==> src/sv/ase_pkg.sv <==
`default_nettype none
package ase_pkg;

   // default capacity of the value store
   localparam int MAX_ITEMS_DEF = 64;
   localparam int VALUE_W       = 32;

   // one request: a value and the mark that closes the set
   typedef struct packed {
      logic signed [VALUE_W-1:0] value;
      logic                      last;
   } ase_req_type;

   // one response: the next sorted value and its flags
   typedef struct packed {
      logic signed [VALUE_W-1:0] sorted_value;
      logic                      last_out;
      logic                      dropped;
   } ase_rsp_type;

   // control from the sequencer to the exchange unit
   typedef struct packed {
      logic load;
      logic compare;
   } ase_xchg_ctl_type;

endpackage
`default_nettype wire

==> src/sv/ase_store.sv <==
`default_nettype none
module ase_store #(
   parameter int DEPTH = ase_pkg::MAX_ITEMS_DEF
) (
   input  wire logic                                     clock,
   input  wire logic                                     wr_en,
   input  wire logic [$clog2(DEPTH)-1:0]                 wr_addr,
   input  wire logic signed [ase_pkg::VALUE_W-1:0]       wr_data,
   input  wire logic [$clog2(DEPTH)-1:0]                 rd_addr,
   output logic signed [ase_pkg::VALUE_W-1:0]            rd_data
);

   logic signed [ase_pkg::VALUE_W-1:0] mem_ff [DEPTH];
   logic signed [ase_pkg::VALUE_W-1:0] rd_data_ff;

   // write one entry
   always_ff @(posedge clock) begin
      if (wr_en) begin
         mem_ff[wr_addr] <= wr_data;
      end
   end

   // register the read every cycle
   always_ff @(posedge clock) begin
      rd_data_ff <= mem_ff[rd_addr];
   end

   assign rd_data = rd_data_ff;

endmodule
`default_nettype wire

==> src/sv/ase_exchange_unit.sv <==
`default_nettype none
module ase_exchange_unit (
   input  wire logic                               clock,
   input  wire ase_pkg::ase_xchg_ctl_type          ctl,
   input  wire logic signed [ase_pkg::VALUE_W-1:0] rd_data,
   output logic                                    swap,
   output logic signed [ase_pkg::VALUE_W-1:0]      held_value
);

   logic signed [ase_pkg::VALUE_W-1:0] held_ff;
   logic signed [ase_pkg::VALUE_W-1:0] held_in;

   // signed compare of the held value against the value just read
   assign swap = ctl.compare && (held_ff > rd_data);

   // load the position value, or take the smaller one on a swap
   always_comb begin
      held_in = held_ff;
      if (ctl.load || swap) begin
         held_in = rd_data;
      end
   end

   always_ff @(posedge clock) begin
      held_ff <= held_in;
   end

   assign held_value = held_ff;

endmodule
`default_nettype wire

==> src/sv/ascending_exchange_sorter.sv <==
// Collecting: one request per cycle, results only after the request marked last.
// Sorting: one compare-swap per cycle in the scan state, through
// a single signed comparator and a one-read, one-write value store.
// Emitting: read, load and wait states per response plus any stall; requests are
// held off from the closing request until the last response is taken.
// Reset (synchronous, active high) clears the count, the drop flag and the sequencer.
`default_nettype none
module ascending_exchange_sorter #(
   parameter int MAX_ITEMS = ase_pkg::MAX_ITEMS_DEF
) (
   input  wire logic                  clock,
   input  wire logic                  reset,
   input  wire logic                  req_valid,
   output logic                       req_stall,
   input  wire ase_pkg::ase_req_type  req_data,
   output logic                       rsp_valid,
   input  wire logic                  rsp_stall,
   output ase_pkg::ase_rsp_type       rsp_data
);

   localparam int AW = $clog2(MAX_ITEMS);
   localparam int CW = $clog2(MAX_ITEMS + 1);

   typedef enum logic [7:0] {
      S_COLLECT   = 8'b0000_0001,
      S_START     = 8'b0000_0010,
      S_LOAD_I    = 8'b0000_0100,
      S_SCAN      = 8'b0000_1000,
      S_PUT       = 8'b0001_0000,
      S_EMIT_RD   = 8'b0010_0000,
      S_EMIT_LD   = 8'b0100_0000,
      S_EMIT_WAIT = 8'b1000_0000
   } state_type;

   state_type            state_ff, state_in;
   logic [CW-1:0]        count_ff, count_in;
   logic                 ovf_ff, ovf_in;
   logic [AW-1:0]        i_ff, i_in;
   logic [AW-1:0]        j_ff, j_in;
   logic [AW-1:0]        k_ff, k_in;
   logic                 rsp_valid_ff, rsp_valid_in;
   ase_pkg::ase_rsp_type rsp_ff, rsp_in;

   logic                                 wr_en;
   logic [AW-1:0]                        wr_addr;
   logic signed [ase_pkg::VALUE_W-1:0]   wr_data;
   logic [AW-1:0]                        rd_addr;
   logic signed [ase_pkg::VALUE_W-1:0]   rd_data;
   ase_pkg::ase_xchg_ctl_type            xctl;
   logic                                 swap;
   logic signed [ase_pkg::VALUE_W-1:0]   held_value;

   logic req_accept;
   logic has_room;
   logic j_is_last;
   logic i_is_last;
   logic k_is_last;

   assign req_stall  = (state_ff != S_COLLECT);
   assign req_accept = req_valid && !req_stall;
   assign has_room   = (count_ff < CW'(MAX_ITEMS));
   assign j_is_last  = ((CW'(j_ff) + CW'(1)) == count_ff);
   assign i_is_last  = ((CW'(i_ff) + CW'(2)) == count_ff);
   assign k_is_last  = ((CW'(k_ff) + CW'(1)) == count_ff);

   ase_store #(
      .DEPTH (MAX_ITEMS)
   ) u_store (
      .clock   (clock),
      .wr_en   (wr_en),
      .wr_addr (wr_addr),
      .wr_data (wr_data),
      .rd_addr (rd_addr),
      .rd_data (rd_data)
   );

   ase_exchange_unit u_xchg (
      .clock      (clock),
      .ctl        (xctl),
      .rd_data    (rd_data),
      .swap       (swap),
      .held_value (held_value)
   );

   // sequence collect, sort and emit
   always_comb begin
      state_in     = state_ff;
      count_in     = count_ff;
      ovf_in       = ovf_ff;
      i_in         = i_ff;
      j_in         = j_ff;
      k_in         = k_ff;
      rsp_valid_in = rsp_valid_ff;
      rsp_in       = rsp_ff;
      wr_en        = 1'b0;
      wr_addr      = count_ff[AW-1:0];
      wr_data      = req_data.value;
      rd_addr      = i_ff;
      xctl.load    = 1'b0;
      xctl.compare = 1'b0;

      unique case (state_ff)
         S_COLLECT: begin
            if (req_accept) begin
               if (has_room) begin
                  wr_en    = 1'b1;
                  count_in = count_ff + CW'(1);
               end else begin
                  ovf_in = 1'b1;
               end
               if (req_data.last) begin
                  state_in = S_START;
               end
            end
         end
         S_START: begin
            rd_addr = '0;
            i_in    = '0;
            k_in    = '0;
            state_in = (count_ff >= CW'(2)) ? S_LOAD_I : S_EMIT_RD;
         end
         S_LOAD_I: begin
            // hold the value at position i, start the scan at i+1
            xctl.load = 1'b1;
            rd_addr   = AW'(i_ff + AW'(1));
            j_in      = AW'(i_ff + AW'(1));
            state_in  = S_SCAN;
         end
         S_SCAN: begin
            xctl.compare = 1'b1;
            if (swap) begin
               wr_en   = 1'b1;
               wr_addr = j_ff;
               wr_data = held_value;
            end
            if (j_is_last) begin
               state_in = S_PUT;
            end else begin
               rd_addr = AW'(j_ff + AW'(1));
               j_in    = AW'(j_ff + AW'(1));
            end
         end
         S_PUT: begin
            // write back the minimum found for position i
            wr_en   = 1'b1;
            wr_addr = i_ff;
            wr_data = held_value;
            if (i_is_last) begin
               state_in = S_EMIT_RD;
            end else begin
               rd_addr  = AW'(i_ff + AW'(1));
               i_in     = AW'(i_ff + AW'(1));
               state_in = S_LOAD_I;
            end
         end
         S_EMIT_RD: begin
            rd_addr  = k_ff;
            state_in = S_EMIT_LD;
         end
         S_EMIT_LD: begin
            rsp_in.sorted_value = rd_data;
            rsp_in.last_out     = k_is_last;
            rsp_in.dropped      = ovf_ff;
            rsp_valid_in        = 1'b1;
            state_in            = S_EMIT_WAIT;
         end
         S_EMIT_WAIT: begin
            if (!rsp_stall) begin
               rsp_valid_in = 1'b0;
               if (k_is_last) begin
                  count_in = '0;
                  ovf_in   = 1'b0;
                  state_in = S_COLLECT;
               end else begin
                  k_in     = AW'(k_ff + AW'(1));
                  state_in = S_EMIT_RD;
               end
            end
         end
         default: begin
            state_in = S_COLLECT;
         end
      endcase
   end

   // control state
   always_ff @(posedge clock) begin
      if (reset) begin
         state_ff     <= S_COLLECT;
         count_ff     <= '0;
         ovf_ff       <= 1'b0;
         rsp_valid_ff <= 1'b0;
      end else begin
         state_ff     <= state_in;
         count_ff     <= count_in;
         ovf_ff       <= ovf_in;
         rsp_valid_ff <= rsp_valid_in;
      end
   end

   // indexes and response payload
   always_ff @(posedge clock) begin
      i_ff   <= i_in;
      j_ff   <= j_in;
      k_ff   <= k_in;
      rsp_ff <= rsp_in;
   end

   assign rsp_valid = rsp_valid_ff;
   assign rsp_data  = rsp_ff;

   a_count_bound: assert property (@(posedge clock) disable iff (reset)
      count_ff <= CW'(MAX_ITEMS))
      else $error("item count beyond capacity");

   a_rsp_in_emit: assert property (@(posedge clock) disable iff (reset)
      rsp_valid_ff |-> (state_ff == S_EMIT_WAIT))
      else $error("response valid outside emit");

   a_scan_order: assert property (@(posedge clock) disable iff (reset)
      (state_ff == S_SCAN) |-> (j_ff > i_ff))
      else $error("scan index not beyond position");

   a_close_starts: assert property (@(posedge clock) disable iff (reset)
      (req_accept && req_data.last) |=> (state_ff == S_START))
      else $error("closing request did not start sort");

endmodule
`default_nettype wire

==> config.mk <==
export PLATFORM = sky130hd
export DESIGN_NAME = ascending_exchange_sorter
export DESIGN_NICKNAME = d
export VERILOG_FILES = /design/src/sv/ase_pkg.sv /design/src/sv/ase_store.sv /design/src/sv/ase_exchange_unit.sv /design/src/sv/ascending_exchange_sorter.sv
export SDC_FILE = /design/constraint.sdc
export NUM_CORES = 2
export LEC_CHECK = 0
export ABC_AREA = 1
export BUFFER_PORTS_ARGS = -buffer_cell sky130_fd_sc_hd__buf_2
export CAP_MARGIN = 0
export CORE_MARGIN = 4
export CORE_UTILIZATION = 45
export DETAILED_ROUTE_END_ITERATION = 16
export PLACE_DENSITY = 0.67
export SYNTH_ARGS = -nofsm -noshare
export SYNTH_HDL_FRONTEND = slang
export SYNTH_SLANG_ARGS = --single-unit
==> constraint.sdc <==
create_clock -name clock -period 4.8 [get_ports clock]
set_input_delay 0.96 -clock clock [delete_from_list [all_inputs] [get_ports clock]]
set_output_delay 0.96 -clock clock [all_outputs]
set_load 0.01 [all_outputs]
### Word-level counts from Yosys, hierarchy flattened

Memories as Yosys holds them, arrays and structs flattened. A register that Yosys moved wholly into a read port is not among the register bits.
Cells that the tools add are included.

| storage, ports and cells | value |
|---|---|
| word-level logic and storage cells | 99 |
| bits in latches | 0 |
| input port bits | 37 |
| memory bits (read-only) | 0 |
| memories | 1 |
| RAM bits | 2048 |
| bits in registers | 101 |
| output and inout bits | 36 |

| operators by class | value |
|---|---|
| order comparisons | 3 |
| div/mod/pow operators | 0 |
| equal/unequal tests | 21 |
| bitwise gates (word level) | 0 |
| add/subtract/negate cells | 7 |
| multipliers | 0 |
| shift operators | 0 |
| reduce and logical (&&, ||, !) cells | 15 |
| multiplexer cells | 41 |

Memories:

| name | words | bits a word | read ports | clocked after Yosys merged registers in | wr ports | RTL line | RTL |
|---|---|---|---|---|---|---|---|
| u_store.mem_ff | 64 | 32 | 1 | 1 | 1 | ase_store.sv:13 | `logic signed [ase_pkg::VALUE_W-1:0] mem_ff [DEPTH];` |

Operators with widths:

| cell | number |
|---|---|
| case mux 32 bit (2 select lines) | 1 |
| case mux 8 bit (8 select lines) | 1 |
| two-way mux 6 bit | 9 |
| case mux 6 bit (2 select lines) | 4 |
| greater-than comparator 32 bit | 1 |
| two-way mux 32 bit | 1 |
| two-way mux 8 bit | 4 |
| case mux 6 bit (5 select lines) | 1 |
| two-way mux 7 bit | 4 |
| equality test 7 bit | 3 |
| adder 6 x 1 -> 6 bit (second input constant) | 3 |
| inequality test 2 bit (second input constant) | 9 |
| adder 6 x 1 -> 7 bit (second input constant) | 2 |
| case mux 7 bit (2 select lines) | 1 |
| two-way mux 1 bit | 12 |
| AND reduction 5 bit | 2 |
| nonzero test 2 bit | 5 |
| equality test 8 x 1 -> 1 bit (second input constant) | 1 |
| equality test 8 x 2 -> 1 bit (second input constant) | 1 |
| equality test 8 x 3 -> 1 bit (second input constant) | 1 |
| equality test 8 x 4 -> 1 bit (second input constant) | 1 |
| equality test 8 x 5 -> 1 bit (second input constant) | 1 |
| equality test 8 x 6 -> 1 bit (second input constant) | 1 |
| equality test 8 x 7 -> 1 bit (second input constant) | 1 |
| other kinds (14) | 17 |

### Depth between registers and ports, before layout

| logic depth | value |
|---|---|
| depth in word-level cells | 7 |
| mapped depth | 24 |
| gate-level depth less buffers | 22 |

### By module

A second synthesis with hierarchy kept.

| unflattened totals | value |
|---|---|
| cells, all modules | 7526 |
| area, all modules | 88919.0 sq um |

Modules (own cells, without submodules):

| module | area each (sq um) | cells an instance | sequential area each (sq um) | instances |
|---|---|---|---|---|
| ase_store | 82738.1 | 6769 | 62139.6 | 1 |
| ascending_exchange_sorter | 4317.9 | 576 | 1901.8 | 1 |
| ase_exchange_unit | 1863.0 | 181 | 960.9 | 1 |

### Least setup slack after synthesis

Ideal clock, no wire load.

| timing | value |
|---|---|
| path type | register to register |
| start point | register u_xchg.held_ff (netlist bit u_xchg.held_value[1]) |
| end point | memory u_store.mem_ff[0][11] in the netlist's numbering, data pin |
| setup slack | -0.284 ns |
| setup time | 0.702 ns |
| path buffers | 1 |
| arrival | 4.382 ns |
| clock period less this slack | 5.084 ns |
| cell stages (with the launch flop) | 15 |
| required time | 4.098 ns |
| cells stage by stage | edfxtp_1 ha_1 inv_1 nor2_1 nor2_1 o21a_1 o21a_1 o21ai_0 nand2_1 nand2_1 nand2_1 nand3_1 nand3_1 clkbuf_1 o21ai_0 |

| on the way | value |
|---|---|
| longest elaborated chain between the ends | 4 |

RTL lines:

| item | RTL line | RTL |
|---|---|---|
| start, declared | ase_exchange_unit.sv:10 | `logic signed [ase_pkg::VALUE_W-1:0] held_ff;` |
| start signal, assigned | ase_exchange_unit.sv:25 | `held_ff <= held_in;` |
| greater-than comparator 32 bit | ase_exchange_unit.sv:14 | `assign swap = ctl.compare && (held_ff > rd_data);` |
| logical AND 1 bit | ase_exchange_unit.sv:14 |  |
| two-way mux 32 bit | ascending_exchange_sorter.sv:131 | `if (swap) begin` |
| case mux 32 bit (2 select lines) | ascending_exchange_sorter.sv:102 | `unique case (state_ff)` |
| named net u_store.wr_data (one bit) | ase_store.sv:8 | `input wire logic signed [ase_pkg::VALUE_W-1:0] wr_data,` |
| end, declared | ase_store.sv:13 |  |

The timed path passes the listed nets, and every way through them passes these cells.

### Worst setup path in the final report

| timing | value |
|---|---|
| start point | register i_ff[2] |
| end point | register u_store.rd_data_ff (netlist bit u_store.rd_data[6]), read port of u_store.mem_ff |

| on the way | value |
|---|---|
| longest elaborated chain between the ends | 4 |
| elaborated cells on any way between the ends | 6 |
| those cells by class | add/sub: 2; eq/ne: 1; mux: 3 |

RTL lines:

| item | RTL line | RTL |
|---|---|---|
| start, declared | ascending_exchange_sorter.sv:38 | `logic [AW-1:0] i_ff, i_in;` |
| start signal, assigned | ascending_exchange_sorter.sv:203 | `i_ff <= i_in;` |
| adder 6 x 2 -> 7 bit | ascending_exchange_sorter.sv:63 | `assign i_is_last = ((CW'(i_ff) + CW'(2)) == count_ff);` |
| equality test 7 bit | ascending_exchange_sorter.sv:63 |  |
| two-way mux 6 bit | - |  |
| case mux 6 bit (5 select lines) * | ascending_exchange_sorter.sv:102 |  |
| end, declared | ase_store.sv:14 | `logic signed [ase_pkg::VALUE_W-1:0] rd_data_ff;` |

Mark *: on every way between the ends. The rest lies on a longest branch, timed or not.
A chain may end at the register's enable or synchronous reset.

==> metrics.cfg <==
[routing]
dr_drc_count=0
postRouteWirelength_mm=278
first_iter_violations=9177
drtAntennaViolNets=0
vias=68000
average_vias_per_placed_instance=5.72
detailedRoute.firstPassIterationCount=7
route.detailed.wl_per_inst_um=23.4

[logic_synthesis]
synth-simple-area-share_pct=23.7
synthFlopType=sky130_fd_sc_hd__edfxtp_1
netlist_area_mm2=0.0967
syn_area_per_cell_um2=11.0
async_reset_ff_share_pct=0
mux_cell_area_share_after_synthesis_pct=0
yosys.area_share.xor_xnor_pct=0.109
postSynthCellCount=8801
seq_area_frac_synth_pct=67.2
main_combinational_cell_family_by_area_after_synthesis=simple AND/OR/NAND/NOR gates
synth-compound-area-share_pct=0.858
yosys_register_bits=2181
synth-edff-count=2132
syn_nets=8875
yosysUniqueCellTypes=45
yosys_warnings=0
area_share_of_fa_ha_maj_cells_after_synthesis_pct=0.479

[die]
ioPinCount=73
coreArea_mm2=0.213
fp-row-count=169
die_height_um=472
floorplan.die_area_mm2=0.222
floorplan.initialDensity_pct=45.4
chipWidth_um=472

[timing]
final_hold_viol_count=0
min_period_over_period_pct=94.0
clock-skew-final_ns=0.0348
finalSetupViolations=0
period_minus_slack_ns=4.51
slew-limit-headroom_pct=26.0
timing.setup.tns_ns=0
worst-slew-pin-transition_ns=1.11
drv_slew=0
unrepaired_setup_endpoints_after_global_routing=false
max_freq_mhz=222

[grt]
grt.total_usage_pct=24.4
antenna_found_initial=13
grt_start_max_net_pins=121
grt_remaining_overflow=0
grt_pass1_wl_mm=412
grt_pass1_vias=64200

[critical_path]
arrival_time_of_data_at_the_critical_path_endpoint_ns=5.28
worst_path_max_delay_cell=sky130_fd_sc_hd__buf_4
cells_along_the_critical_path=ha_1 > nand2_1 > nor2_1 > nand2_1 > nand3_1 > nand2_1 > nor2_1 > nand4_1 > buf_4 > o22ai_1 > nor2_1 > o21ai_0 > a21oi_4 > buf_12 > inv_6 > buf_4 > nand3_1 > nand3_1 > nand3_1 > nand2_1
critical_path.startpoint_type=flop
crit_type=flop to flop
setup.worst_path.end_class=flop
required_ns=5.57
critical_path_peak_fanout=64
cp.buffers_inverters=4
critPathTopFamily=simple AND/OR/NAND/NOR gates
critical_path.max_stage_delay_ns=0.79

[power_and_ir_drop]
p_per_area_mw_per_mm2=400
p_seq_share_pct=48.2
sw_frac_of_total_pct=27.3
max-vdd-ir-drop_mv=0.398
total_net_switching_power_mw=12.1
leakage_power_total_nw=42.9
p_int_mw=32.2
total_power_mw=44.4
power_frac_comb_pct=15.0
power_frac_clock_pct=36.8

[place]
routabilityCongestion=0.934
buffer_ports.inserted=72
detailed_place_hpwl_mm=167

[clock_tree]
worst_skew_pair.late_latency_ns=0.86
clock_pin_slew_on_the_worst_setup_and_hold_paths_ns=0.06
cts_inserted_buffers=215
clk_path_buf_depth=3
clock_tree.htree_level_count=4
ctsRootBufferMaster=sky130_fd_sc_hd__clkbuf_16
clock_tree_from_tritoncts=done
postCtsHoldBufs=0
cts.sink_count=2181

[worst_hold_path]
hold_path_class=primary input to flop

[outcome]
result_of_the_run=finished, final reports clean

[cells_and_area]
final_layout_size_suffix_gt1_share_pct=9.71
final_nets=8960
post-route-util_pct=52.1
area_added_between_synthesis_and_finish_pct=14.7

[run]
number_of_maximum_capacitance_constraint_violations=0

-- synthesized netlist by cell type (5+ instances only) --
cell	number	share of area [%]
sky130_fd_sc_hd__ha_1	37	0.48
sky130_fd_sc_hd__edfxtp_1	2132	66
sky130_fd_sc_hd__o2111ai_1	23	0.21
sky130_fd_sc_hd__nor2_1	117	0.45
sky130_fd_sc_hd__a31oi_1	11	0.071
sky130_fd_sc_hd__inv_1	1292	5.0
sky130_fd_sc_hd__xor2_1	8	0.072
sky130_fd_sc_hd__nand2_1	1371	5.3
sky130_fd_sc_hd__buf_4	13	0.10
sky130_fd_sc_hd__nand3b_1	767	6.0
sky130_fd_sc_hd__buf_1	96	0.37
sky130_fd_sc_hd__buf_2	205	1.1
sky130_fd_sc_hd__nor3_1	9	0.047
sky130_fd_sc_hd__dfxtp_1	49	1.0
sky130_fd_sc_hd__o21ai_0	44	0.23
sky130_fd_sc_hd__inv_2	5	0.019
sky130_fd_sc_hd__o22ai_1	13	0.084
sky130_fd_sc_hd__nor4_1	6	0.039
sky130_fd_sc_hd__clkbuf_1	264	1.0
sky130_fd_sc_hd__nand3_1	2258	12
sky130_fd_sc_hd__a21oi_1	25	0.13
sky130_fd_sc_hd__nand4_1	12	0.078
-- what timing repair did --
action,4_1_cts,5_1_grt
setup buffers,0,2
endpoints found under the setup margin,0,928
resized for setup,0,1
-- worst paths after layout --
check                                          end  slack, ns         from  depth (start not counted)
worst max register to register  u_store.rd_data[6]       0.29      i_ff[2]                         20
worst min register to register         rsp_data[0]       0.44       ovf_ff                          0
worst min-delay path                   state_ff[1]       0.40  req_data[0]                          3
worst max-delay path            u_store.rd_data[6]       0.29      i_ff[2]                         20
-- cells in the final DEF, fill, tap and decap left out, drive strengths merged, types with 9 or more instances in the layout --
cell	n
a21oi	25
nand4	13
edfxtp	2132
nand2	1374
clkinv	106
o2111ai	23
inv	1306
ha	37
o21ai	47
nand3	2259
clkbuf	267
nor2	122
bufinv	13
buf	448
o22ai	13
a31oi	11
dfxtp	49
nor3	9
nand3b	767
-- cell type report --
cell class,instances,area (um2)
tap,2821,3530
multi-input combinational,4739,25500
clock inverter,129,1020
antenna,4,10.0
fill,18000,102000
timing repair buffer,448,5300
sequential,2181,65000
inverter,1301,4900
clock buffer,267,5710
-- sequential cells by signal, summed over array words and instances, names as in the netlist, 7 cells and up --
name	flops
u_store.mem_ff	2048
state_ff	8
u_xchg.held_value	32
count_ff	7
rsp_data	34
u_store.rd_data	32
-- worst reg2reg max path, stage by stage (launching register included) --
cell	delay [ns]
sky130_fd_sc_hd__edfxtp_1	0.49
sky130_fd_sc_hd__ha_1	0.27
sky130_fd_sc_hd__nand2_1	0.13
sky130_fd_sc_hd__nor2_1	0.17
sky130_fd_sc_hd__nand2_1	0.09
sky130_fd_sc_hd__nand3_1	0.08
sky130_fd_sc_hd__nand2_1	0.05
sky130_fd_sc_hd__nor2_1	0.14
sky130_fd_sc_hd__nand4_1	0.24
sky130_fd_sc_hd__buf_4	0.21
sky130_fd_sc_hd__o22ai_1	0.20
sky130_fd_sc_hd__nor2_1	0.06
sky130_fd_sc_hd__o21ai_0	0.15
sky130_fd_sc_hd__a21oi_4	0.06
sky130_fd_sc_hd__buf_12	0.18
sky130_fd_sc_hd__inv_6	0.07
sky130_fd_sc_hd__buf_4	0.79
sky130_fd_sc_hd__nand3_1	0.38
sky130_fd_sc_hd__nand3_1	0.38
sky130_fd_sc_hd__nand3_1	0.19
sky130_fd_sc_hd__nand2_1	0.09
-- cells by family after synthesis --
group                    count (synthesis)
AND/OR/NAND/NOR                       4557
adder cells (fa/ha/maj)                 37
buffers and inverters                 1881
XOR/XNOR                                12
flip-flops                            2181
AO/OA/AOI/OAI                          133
-- routing by layer --
layer	part of all wire (%)	up-vias	GRT usage [%]	routed length, um
met3	10	550	5.03	28600
li1	-	30500	-	-
met4	3.2	2	8.13	8790
met1	40	33400	34.0	112000
met5	0.0047	-	0	13
met2	46	3568	38.1	128000
-- per-stage QoR --
| step | hold slack, ns | area (um2) | cells | setup slack [ns] |
|---|---|---|---|---|
| floorplan | 0.408 | 96700 | 8801 | -0.284 |
| global placement | 0.424 | 104000 | 11500 | 0.101 |
| detailed placement | 0.430 | 104000 | 11500 | 0.109 |
| CTS | 0.325 | 111000 | 11900 | 0.0826 |
| global route | 0.369 | 111000 | 11900 | 0.0352 |
| finish | 0.400 | 111000 | 11900 | 0.290 |
-- power by group through the flow --
stage	clock network [mW]	logic [mW]	registers, mW
after floorplan	0	3.85	21.7
after global placement	0	6.47	21.8
after detailed placement	0	6.53	21.8
after CTS	16.5	6.56	21.4
after global routing	17.3	7.18	21.4
final	16.3	6.67	21.4
No activity file was read; power rests on OpenSTA's default activity.
